===== config.mk =====
export PLATFORM = sky130hd
export DESIGN_NAME = bpsm_cell
export DESIGN_NICKNAME = d
export VERILOG_FILES = /design/src/design/bpsm_pkg.sv /design/src/design/bpsm_cell.sv
export SDC_FILE = /design/constraint.sdc
export NUM_CORES = 1
export LEC_CHECK = 0
export BUFFER_PORTS_ARGS = -buffer_cell sky130_fd_sc_hd__buf_2
export CORE_ASPECT_RATIO = 1.75
export CORE_MARGIN = 5
export CORE_UTILIZATION = 52
export CTS_BUF_LIST = sky130_fd_sc_hd__clkbuf_4
export CTS_CLUSTER_DIAMETER = 50
export CTS_CLUSTER_SIZE = 10
export DETAILED_ROUTE_END_ITERATION = 10
export PLACE_DENSITY = 0.89
export RECOVER_POWER = 50
export SETUP_SLACK_MARGIN = 0.3
export SLEW_MARGIN = 40
export SYNTH_ARGS = -nofsm -noshare
export SYNTH_HDL_FRONTEND = slang
export SYNTH_SLANG_ARGS = --single-unit
export TNS_END_PERCENT = 1

===== constraint.sdc =====
create_clock -name clk -period 4.7 [get_ports clk]
set_clock_uncertainty 0.05 [all_clocks]
set_input_delay 0.705 -clock clk [delete_from_list [all_inputs] [get_ports clk]]
set_output_delay 0.705 -clock clk [all_outputs]
set_load 0.02 [all_outputs]

===== src/design/bpsm_pkg.sv =====
`timescale 1ns / 1ps
package bpsm_pkg;

  localparam int SLOT_COUNT       = 32;
  localparam int DISK_BLOCK_COUNT = 8192;
  localparam int AGE_BITS         = 16;

  localparam int IDX_W = $clog2(SLOT_COUNT);
  localparam int BLK_W = $clog2(DISK_BLOCK_COUNT);
  localparam int NUM_W = 15;

  localparam logic [AGE_BITS-1:0] AGE_MAX = '1;

  localparam logic [1:0] MODE_ALLOC  = 2'd0;
  localparam logic [1:0] MODE_LOOKUP = 2'd1;
  localparam logic [1:0] MODE_DIRTY  = 2'd2;

  localparam logic [1:0] ST_OK     = 2'd0;
  localparam logic [1:0] ST_BOUND  = 2'd1;
  localparam logic [1:0] ST_ABSENT = 2'd2;

  // Search token that walks the row of slot cells, one cell per cycle.
  typedef struct packed {
    logic                valid;
    logic                alloc;
    logic [BLK_W-1:0]    blk;
    logic                found;
    logic [IDX_W-1:0]    found_idx;
    logic                free_found;
    logic [IDX_W-1:0]    free_idx;
    logic [AGE_BITS-1:0] best_age;
    logic [IDX_W-1:0]    best_idx;
    logic                best_dirty;
    logic [BLK_W-1:0]    best_blk;
  } token_t;

  // Update broadcast to all cells once a request has been resolved.
  typedef struct packed {
    logic             fill;
    logic             set_dirty;
    logic [IDX_W-1:0] idx;
    logic [BLK_W-1:0] blk;
  } commit_t;

endpackage


===== src/design/bpsm_cell.sv =====
`timescale 1ns / 1ps
module bpsm_cell
  import bpsm_pkg::*;
(
  input  logic             clk,
  input  logic             rst,
  input  logic [IDX_W-1:0] my_idx,
  input  token_t           tok_in,
  input  commit_t          commit,
  output token_t           tok_out
);

  logic                valid;
  logic                dirty;
  logic [BLK_W-1:0]    blk;
  logic [AGE_BITS-1:0] age;
  logic [AGE_BITS-1:0] age_next;
  logic                aging;
  logic                hit_me;
  token_t              tok_next;

  // The age a slot has once this allocate request has aged it.
  assign aging    = tok_in.valid && tok_in.alloc && valid;
  assign age_next = (aging && age != AGE_MAX) ? age + AGE_BITS'(1) : age;
  assign hit_me   = commit.idx == my_idx;

  always_comb begin
    tok_next = tok_in;
    if (!tok_in.found && valid && blk == tok_in.blk) begin
      tok_next.found     = 1'b1;
      tok_next.found_idx = my_idx;
    end
    if (!tok_in.free_found && !valid) begin
      tok_next.free_found = 1'b1;
      tok_next.free_idx   = my_idx;
    end
    // Strictly greater keeps the lowest index on ties.
    if (valid && age_next > tok_in.best_age) begin
      tok_next.best_age   = age_next;
      tok_next.best_idx   = my_idx;
      tok_next.best_dirty = dirty;
      tok_next.best_blk   = blk;
    end
  end

  always_ff @(posedge clk) begin
    if (rst) begin
      valid         <= 1'b0;
      dirty         <= 1'b0;
      tok_out.valid <= 1'b0;
    end else begin
      tok_out <= tok_next;
      if (aging) begin
        age <= age_next;
      end
      if (commit.fill && hit_me) begin
        valid <= 1'b1;
        dirty <= 1'b0;
        blk   <= commit.blk;
        age   <= '0;
      end else if (commit.set_dirty && hit_me) begin
        dirty <= 1'b1;
      end
    end
  end

endmodule


# Word-level counts from Yosys, hierarchy flattened
# Cells that the tools add are included.
[op_classes]
add_sub_neg = 1
magnitude_cmp = 1
eq_ne = 3
mux = 5
bitwise = 1
reduce_logical = 16
[ops]
columns = ["op", "count"]
rows = [
  ["two-way mux 35 bit", 1],
  ["two-way mux 16 bit", 2],
  ["adder 16 x 1 -> 16 bit, second input constant", 1],
  ["> comparator 16 bit", 1],
  ["inequality test 16 bit, second input constant", 1],
  ["equality test 13 bit", 1],
  ["two-way mux 5 bit", 2],
  ["logical AND 1 bit", 9],
  ["equality test 5 bit", 1],
  ["AND reduction 2 bit", 2],
  ["zero test 1 bit", 3],
  ["nonzero test 2 bit", 1],
  ["OR reduction 2 bit", 1],
  ["inverter 1 bit", 1],
]
[word_totals]
reg_bits = 93
out_inout_bits = 62
elab_cells = 42

# Longest topological paths before layout
# Gate-level depths: netlist (run 1).
[depth]
ltp_word = 7
depth_mapped = 14

# Worst setup path before layout (run 1)
# No wires, ideal clock.
[synth_path]
path_kind = "input port to flip-flop"
from = "in tok_in[61] in the netlist's numbering"
to = "reg tok_out[14] in the netlist's numbering, data pin"
arrival_ns = 3.742
required_ns = 4.390
setup_slack_ns = 0.648
path_stages = 11
path_cell_list = "nand3_2 or4_4 or4_4 xor2_1 inv_1 ha_1 nand4_1 a2111o_1 a31oi_2 buf_4 mux2_2"
[synth_lines]
columns = ["item", "line_no", "text"]
rows = [
  ["start: declaration", "bpsm_cell.sv:8", "input token_t tok_in,"],
  ["end signal: assignment", "bpsm_cell.sv:52", "tok_out <= tok_next;"],
  ["end: declaration", "bpsm_cell.sv:10", "output token_t tok_out"],
]

==> results.ini, run 1 <==
[run_status]
violations=max-capacitance violations, max-slew violations
run_status=finished with violations

[global_routing]
grt_pass1_wl_um=17100
grt_antenna_before_repair=1
grt_pass1_vias=3508
maximum_number_of_pins_on_one_net_before_global_route_repair=39
globalRoute.totalOverflow=0
grt_util_all_layers_pct=21.2

[timing]
achievable-frequency_ghz=0.243
tns_ns=0
worst_slew_pin_slew_ns=1.99
post_route_minimum_period_ns=4.11
worst_slew_margin_rel_pct=-32.9
finalHoldViolCount=0
setup_repair_after_global_routing_missed_its_margin=false
setup_viol=0
final.period_utilization_pct=87.5
final_max_slew_viol_count=39

[logic_synthesis]
synth-compound-area-share_pct=2.57
asyncSetResetFlopFracSynth_pct=0
synth.net_count=427
synth_top_flop_cell=sky130_fd_sc_hd__edfxtp_1
synth.yosys.seq_area_share_pct=61.8
post_synth_fa_ha_maj_area_fraction_pct=4.76
post_synth_xor_area_fraction_pct=6.47
synthesized_instance_count=321
synth-edff-count=90
dominant_combinational_cell_family_by_area_after_synthesis=multiplexers
proportion_of_synthesized_area_in_mux_cells_pct=11.3
syn_area_per_cell_um2=13.9
synth.distinct_cells=37
yosys_warnings=0
post_synth_and_or_nand_nor_area_fraction_pct=9.91
ys_seq_elements=93
mappedNetlistArea_um2=4470

[floorplanning]
start_util_pct=53.4
floorplan.die_area_um2=10600
num_io_pins=151
placement_rows=44
core_area_um2=8370
die_width_um=80.1
die-height_um=133

[worst_setup_path]
timing.setup.critical_path_class=flip-flop to flip-flop
crit_fanout=21
worst_setup_path_startpoint=age[1]
end_kind=flip-flop
rr_startpoint=age[1]
timing.reg2reg.worst_path_depth=12
critical_path.startpoint_type=flip-flop
worstPathArrival_ns=4.28
worstReg2RegEnd=tok_out[20]
critPathRequiredTime_ns=4.87
worst_r2r_setup_slack_ns=0.59

[layout]
drive_gt1_share_pct=34.6
finish.net_count=588
layout_common_cells=sky130_fd_sc_hd__buf_2, sky130_fd_sc_hd__edfxtp_1, sky130_fd_sc_hd__clkbuf_1
area_growth_pct=22.2
utilization_pct=65.3
nFillCells=644
layout.cells.most_common=sky130_fd_sc_hd__buf_2

[routing]
remaining_drcs=0
route.final.wire_length_um=11200
vias=3269
wire_per_inst_um=18.6
detail_route.vias_per_cell=5.43
detailedRoute.firstPassIterationCount=6
drt_iter0_markers=174
postRouteAntennaNets=0

[pwr]
p_total_uw=1580
ir_drop_mv=0.110
power-per-cell-area_nw_per_um2=290
total_leakage_power_uw=0.00211

[run]
cap_viol_max_count=1

[place]
port-buffer-count=150
gpl.final_weighted_congestion=0.954
detailed_place_hpwl_um=8830

[clock_tree]
clk_root_buffer_cell=sky130_fd_sc_hd__clkbuf_4
cts-htree-levels=3
clock_tree.buffer_depth=2
cts-hold-fix-buffers=0
clock_transition_time_at_the_flip_flop_clock_pins_of_the_worst_setup_and_hold_paths_ns=0.13
tritoncts=yes
cts_buffers=9
post_cts_resize_count=0
cts_setup_buffers=0
cts_num_sinks=93
clk_latency_ns=0.45

[min_path]
hold_path_end=blk[8]
worst_hold_startpoint=commit[8]
hp-class=input pin to flip-flop
holdPathStages=1

## flip-flops by register name, indices dropped and copies added, names as in the netlist
signal	count
valid	1
tok_out	62
age	16
blk	13
dirty	1
## critical path, cell delays in order (launching register included)
cell and delay (ns):
sky130_fd_sc_hd__edfxtp_1 0.44, sky130_fd_sc_hd__ha_1 0.24, sky130_fd_sc_hd__nand4_1 0.13, sky130_fd_sc_hd__nor3_1 0.55, sky130_fd_sc_hd__a21oi_1 0.23, sky130_fd_sc_hd__mux2_2 0.35, sky130_fd_sc_hd__ha_1 0.30, sky130_fd_sc_hd__nor2b_1 0.13
sky130_fd_sc_hd__o211ai_1 0.13, sky130_fd_sc_hd__a2111o_1 0.43, sky130_fd_sc_hd__a31oi_4 0.18, sky130_fd_sc_hd__buf_4 0.33, sky130_fd_sc_hd__mux2_2 0.39
## cell families (layout without fill, tap and decap cells)
family | count (synthesis) | count (layout)
compound gates | 17 | 17
xor+xnor | 33 | 33
fa+ha+maj | 17 | 17
buf+inv | 35 | 200
flops | 93 | 93
mux | 46 | 46
other cells | 0 | 1
simple gates | 80 | 80
## report_power, final
group / internal (µW) / total, µW / leakage, µW / switching [µW]
Clock: 159 / 426 / 0.0000698 / 266
Sequential: 950 / 961 / 0.000880 / 10.2
Combinational: 76.8 / 198 / 0.00116 / 122
## worst max path at each step
stage,cells past startpoint,end
finish,12,tok_out[20]
global route,12,tok_out[7]
CTS,12,tok_out[7]
detailed placement,12,tok_out[3]
global placement,12,tok_out[15]
floorplan,11,tok_out[14]
## cells in the mapped netlist, drive strengths merged, types with 4 or more instances
| cell type | count | share of area, % |
|---|---|---|
| a21oi | 8 | 0.90 |
| and2 | 6 | 0.84 |
| and3 | 6 | 0.87 |
| edfxtp | 90 | 60 |
| ha | 17 | 4.8 |
| inv | 29 | 2.4 |
| mux2 | 36 | 9.1 |
| mux2i | 10 | 2.2 |
| nand2 | 9 | 0.76 |
| nand3 | 9 | 1.1 |
| nand4 | 11 | 1.5 |
| nor2 | 19 | 1.6 |
| nor3 | 4 | 0.45 |
| nor4 | 4 | 0.56 |
| xnor2 | 23 | 4.5 |
| xor2 | 10 | 2.0 |
## cell type report
cell class,count,area [µm²],share of cell area [%]
multi-input cells,193,1580,29.0
well taps,115,144,2.63
diodes,1,2.50,0.0458
inverters,29,109,1.99
flip-flops and latches,93,2760,50.6
clock inverters,6,63.8,1.17
repair buffers,156,731,13.4
clock buffers,9,67.6,1.24
## through the flow
step	instances	hold WS [ns]	setup slack [ns]	area, µm²
after floorplan	321	0.434	0.648	4470
after global placement	586	0.480	0.448	5390
after detailed placement	586	0.519	0.347	5400
after CTS	601	0.351	0.608	5530
after global routing	602	0.331	0.349	5460
final	602	0.371	0.585	5460
## per-layer routing
metal | vias to the layer above | track usage, % | wire [µm]
met3 | 23 | 4.42 | 695
met2 | 133 | 40.6 | 6510
li1 | 1511 | - | -
met1 | 1602 | 21.2 | 3690
met4 | 0 | 8.74 | 308
met5 | - | 0 | 0
(Power assumes the default switching activity.)
==> run 2, diff against run 1 <==
--- a/config.mk
+++ b/config.mk
@@ -15,6 +15,7 @@
 export DETAILED_ROUTE_END_ITERATION = 10
 export PLACE_DENSITY = 0.89
 export RECOVER_POWER = 50
+export REMOVE_ABC_BUFFERS = 1
 export SETUP_SLACK_MARGIN = 0.3
 export SLEW_MARGIN = 40
 export SYNTH_ARGS = -nofsm -noshare
==> constraint.sdc (replaced) <==
create_clock -name clk -period 4.3 [get_ports clk]
set_clock_uncertainty 0.05 [all_clocks]
set_input_delay 0.645 -clock clk [delete_from_list [all_inputs] [get_ports clk]]
set_output_delay 0.645 -clock clk [all_outputs]
set_load 0.02 [all_outputs]
==> results.ini, run 2 (synthesized netlist as in run 1, its figures left out) <==
[floorplanning]
floorplan.die_area_um2=10600
core_area_um2=8370
num_io_pins=151
die_width_um=80.1
die-height_um=133
start_util_pct=53.4
placement_rows=44

[place]
placed_cell_area_um2=5450
port-buffer-count=150
gpl.final_weighted_congestion=0.936
detailed_place_hpwl_um=8490
place.detailed.instances=592

[timing]
fin_hold_ws_ns=0.297
worst_slew_margin_rel_pct=-9.28
worst_slew_pin_slew_ns=1.64
achievable-frequency_ghz=0.257
setup_repair_after_global_routing_missed_its_margin=false
final_max_slew_viol_count=31
finalHoldViolCount=0
final.period_utilization_pct=90.5
setup_viol=0
post_route_minimum_period_ns=3.89

[layout]
drive_gt1_share_pct=33.3
layout_common_cells=sky130_fd_sc_hd__edfxtp_1, sky130_fd_sc_hd__buf_2, sky130_fd_sc_hd__clkbuf_1
stdcell_area_um2=5630
final_cells=622
largestRegisters=tok_out x62, age x16, blk x13
finish.net_count=606
layout.cells.most_common=sky130_fd_sc_hd__edfxtp_1
largest_reg_flops=62
area_growth_pct=26.0
regMostFlops=tok_out
utilization_pct=67.3

[worst_setup_path]
worst_setup_path_startpoint=age[0]
worstReg2RegEnd=tok_out[10]
timing.reg2reg.worst_path_depth=12
end_kind=flip-flop
critical_path.startpoint_type=flip-flop
critPathRequiredTime_ns=4.49
crit_fanout=15
crit_path_frequent_cell=sky130_fd_sc_hd__nand4_1
worstPathArrival_ns=4.08
crit_path_max_incr_delay_ns=0.60
cp_cell_sequence=ha_1 -> nand4_1 -> or4_4 -> nand4_1 -> xor2_2 -> inv_1 -> ha_1 -> nand4_1 -> a2111o_1 -> a31oi_4 -> clkbuf_16 -> mux2_2
slowest_stage=sky130_fd_sc_hd__or4_4
timing.setup.critical_path_class=flip-flop to flip-flop
worst_r2r_setup_slack_ns=0.41
rr_startpoint=age[0]
crit_end=tok_out[10]

[routing]
vias=3348
detail_route.vias_per_cell=5.38
route.final.wire_length_um=11600
remaining_drcs=0
wire_per_inst_um=18.7
drt_iter0_markers=169
postRouteAntennaNets=0
detailedRoute.firstPassIterationCount=7

[run]
cap_viol_max_count=1

[clock_tree]
cts_buffers=9
tritoncts=yes
cts-hold-fix-buffers=0
clock_tree.buffer_depth=2
cts-htree-levels=3
cts_num_sinks=93
clk_latency_ns=0.46
clk_root_buffer_cell=sky130_fd_sc_hd__clkbuf_4
clock_transition_time_at_the_flip_flop_clock_pins_of_the_worst_setup_and_hold_paths_ns=0.15

[pwr]
ir_drop_mv=0.142
p_total_uw=1750
power-per-cell-area_nw_per_um2=311
total_leakage_power_uw=0.00215

[global_routing]
grt_pass1_wl_um=16600
maximum_number_of_pins_on_one_net_before_global_route_repair=36
grt_pass1_vias=3396
grt_util_all_layers_pct=20.9
globalRoute.totalOverflow=0
grt_antenna_before_repair=2

[run_status]
run_status=finished with violations
violations=max-capacitance violations, max-slew violations

[min_path]
hp-class=input pin to flip-flop

-- run 2: cell types whose count changed in the layout (fill, tap and decap cells not counted), sizes merged --
cell | previous run | this run
clkinvlp | 1 | 3
clkbuf | 55 | 79
clkinv | 3 | 2
diode | 1 | 2
buf | 110 | 104
-- run 2: layout make-up --
type / count / area, µm²
clock buffer: 9 / 67.6
multi-input combinational: 193 / 1600
fill: 674 / 2740
clock inverter: 7 / 75.1
sequential: 93 / 2760
antenna: 2 / 5.00
tap: 115 / 144
inverter: 29 / 109
timing repair buffer: 174 / 867
-- run 2: stage by stage --
stage	worst slack [ns]	setup TNS, ns
6_report	0.408	0
3_5_place_dp	0.113	0
4_1_cts	0.298	0
2_1_floorplan	-0.494	-15.18
3_3_place_gp	0.196	0
5_1_grt	0.213	0
-- run 2: worst max-delay path, delay by kind of cell, from the launching register on --
family / cells / cell delay, ns
xor gates and xnor gates: 1 / 0.22
DFF: 1 / 0.42
and+or+nand+nor: 4 / 1.13
muxes: 1 / 0.34
AOI/OAI and AO/OA: 2 / 0.68
adders and majority gates: 2 / 0.52
buffers and inverters: 2 / 0.31
-- run 2: worst min-delay path by stage --
stage / from / to / slack (ns) / cells after the start
2_1_floorplan: dirty / dirty / 0.43 / 2
3_5_place_dp: dirty / dirty / 0.47 / 2
4_1_cts: commit[0] / blk[0] / 0.28 / 1
6_report: commit[0] / blk[0] / 0.30 / 1
3_3_place_gp: dirty / dirty / 0.45 / 2
5_1_grt: commit[8] / blk[8] / 0.27 / 1
-- run 2: repair_timing --
item	in CTS	in global routing
pin swaps	0	0
cloned	0	1
resized for setup	0	4
setup buffers	0	11
endpoints found under the setup margin	2	32
-- run 2: power by group --
part           internal, µW  switching [µW]  leakage [µW]
Combinational          82.3             131       0.00120
Sequential             1040            12.3      0.000880
Clock                   179             308     0.0000686
-- run 2: per-layer routing --
metal / track usage (%) / vias to the layer above / routed length, µm
met5: 0 / - / 0
met4: 12.4 / 0 / 570
met3: 4.49 / 38 / 747
met2: 39.2 / 152 / 6530
met1: 19.8 / 1608 / 3780
li1: - / 1550 / -
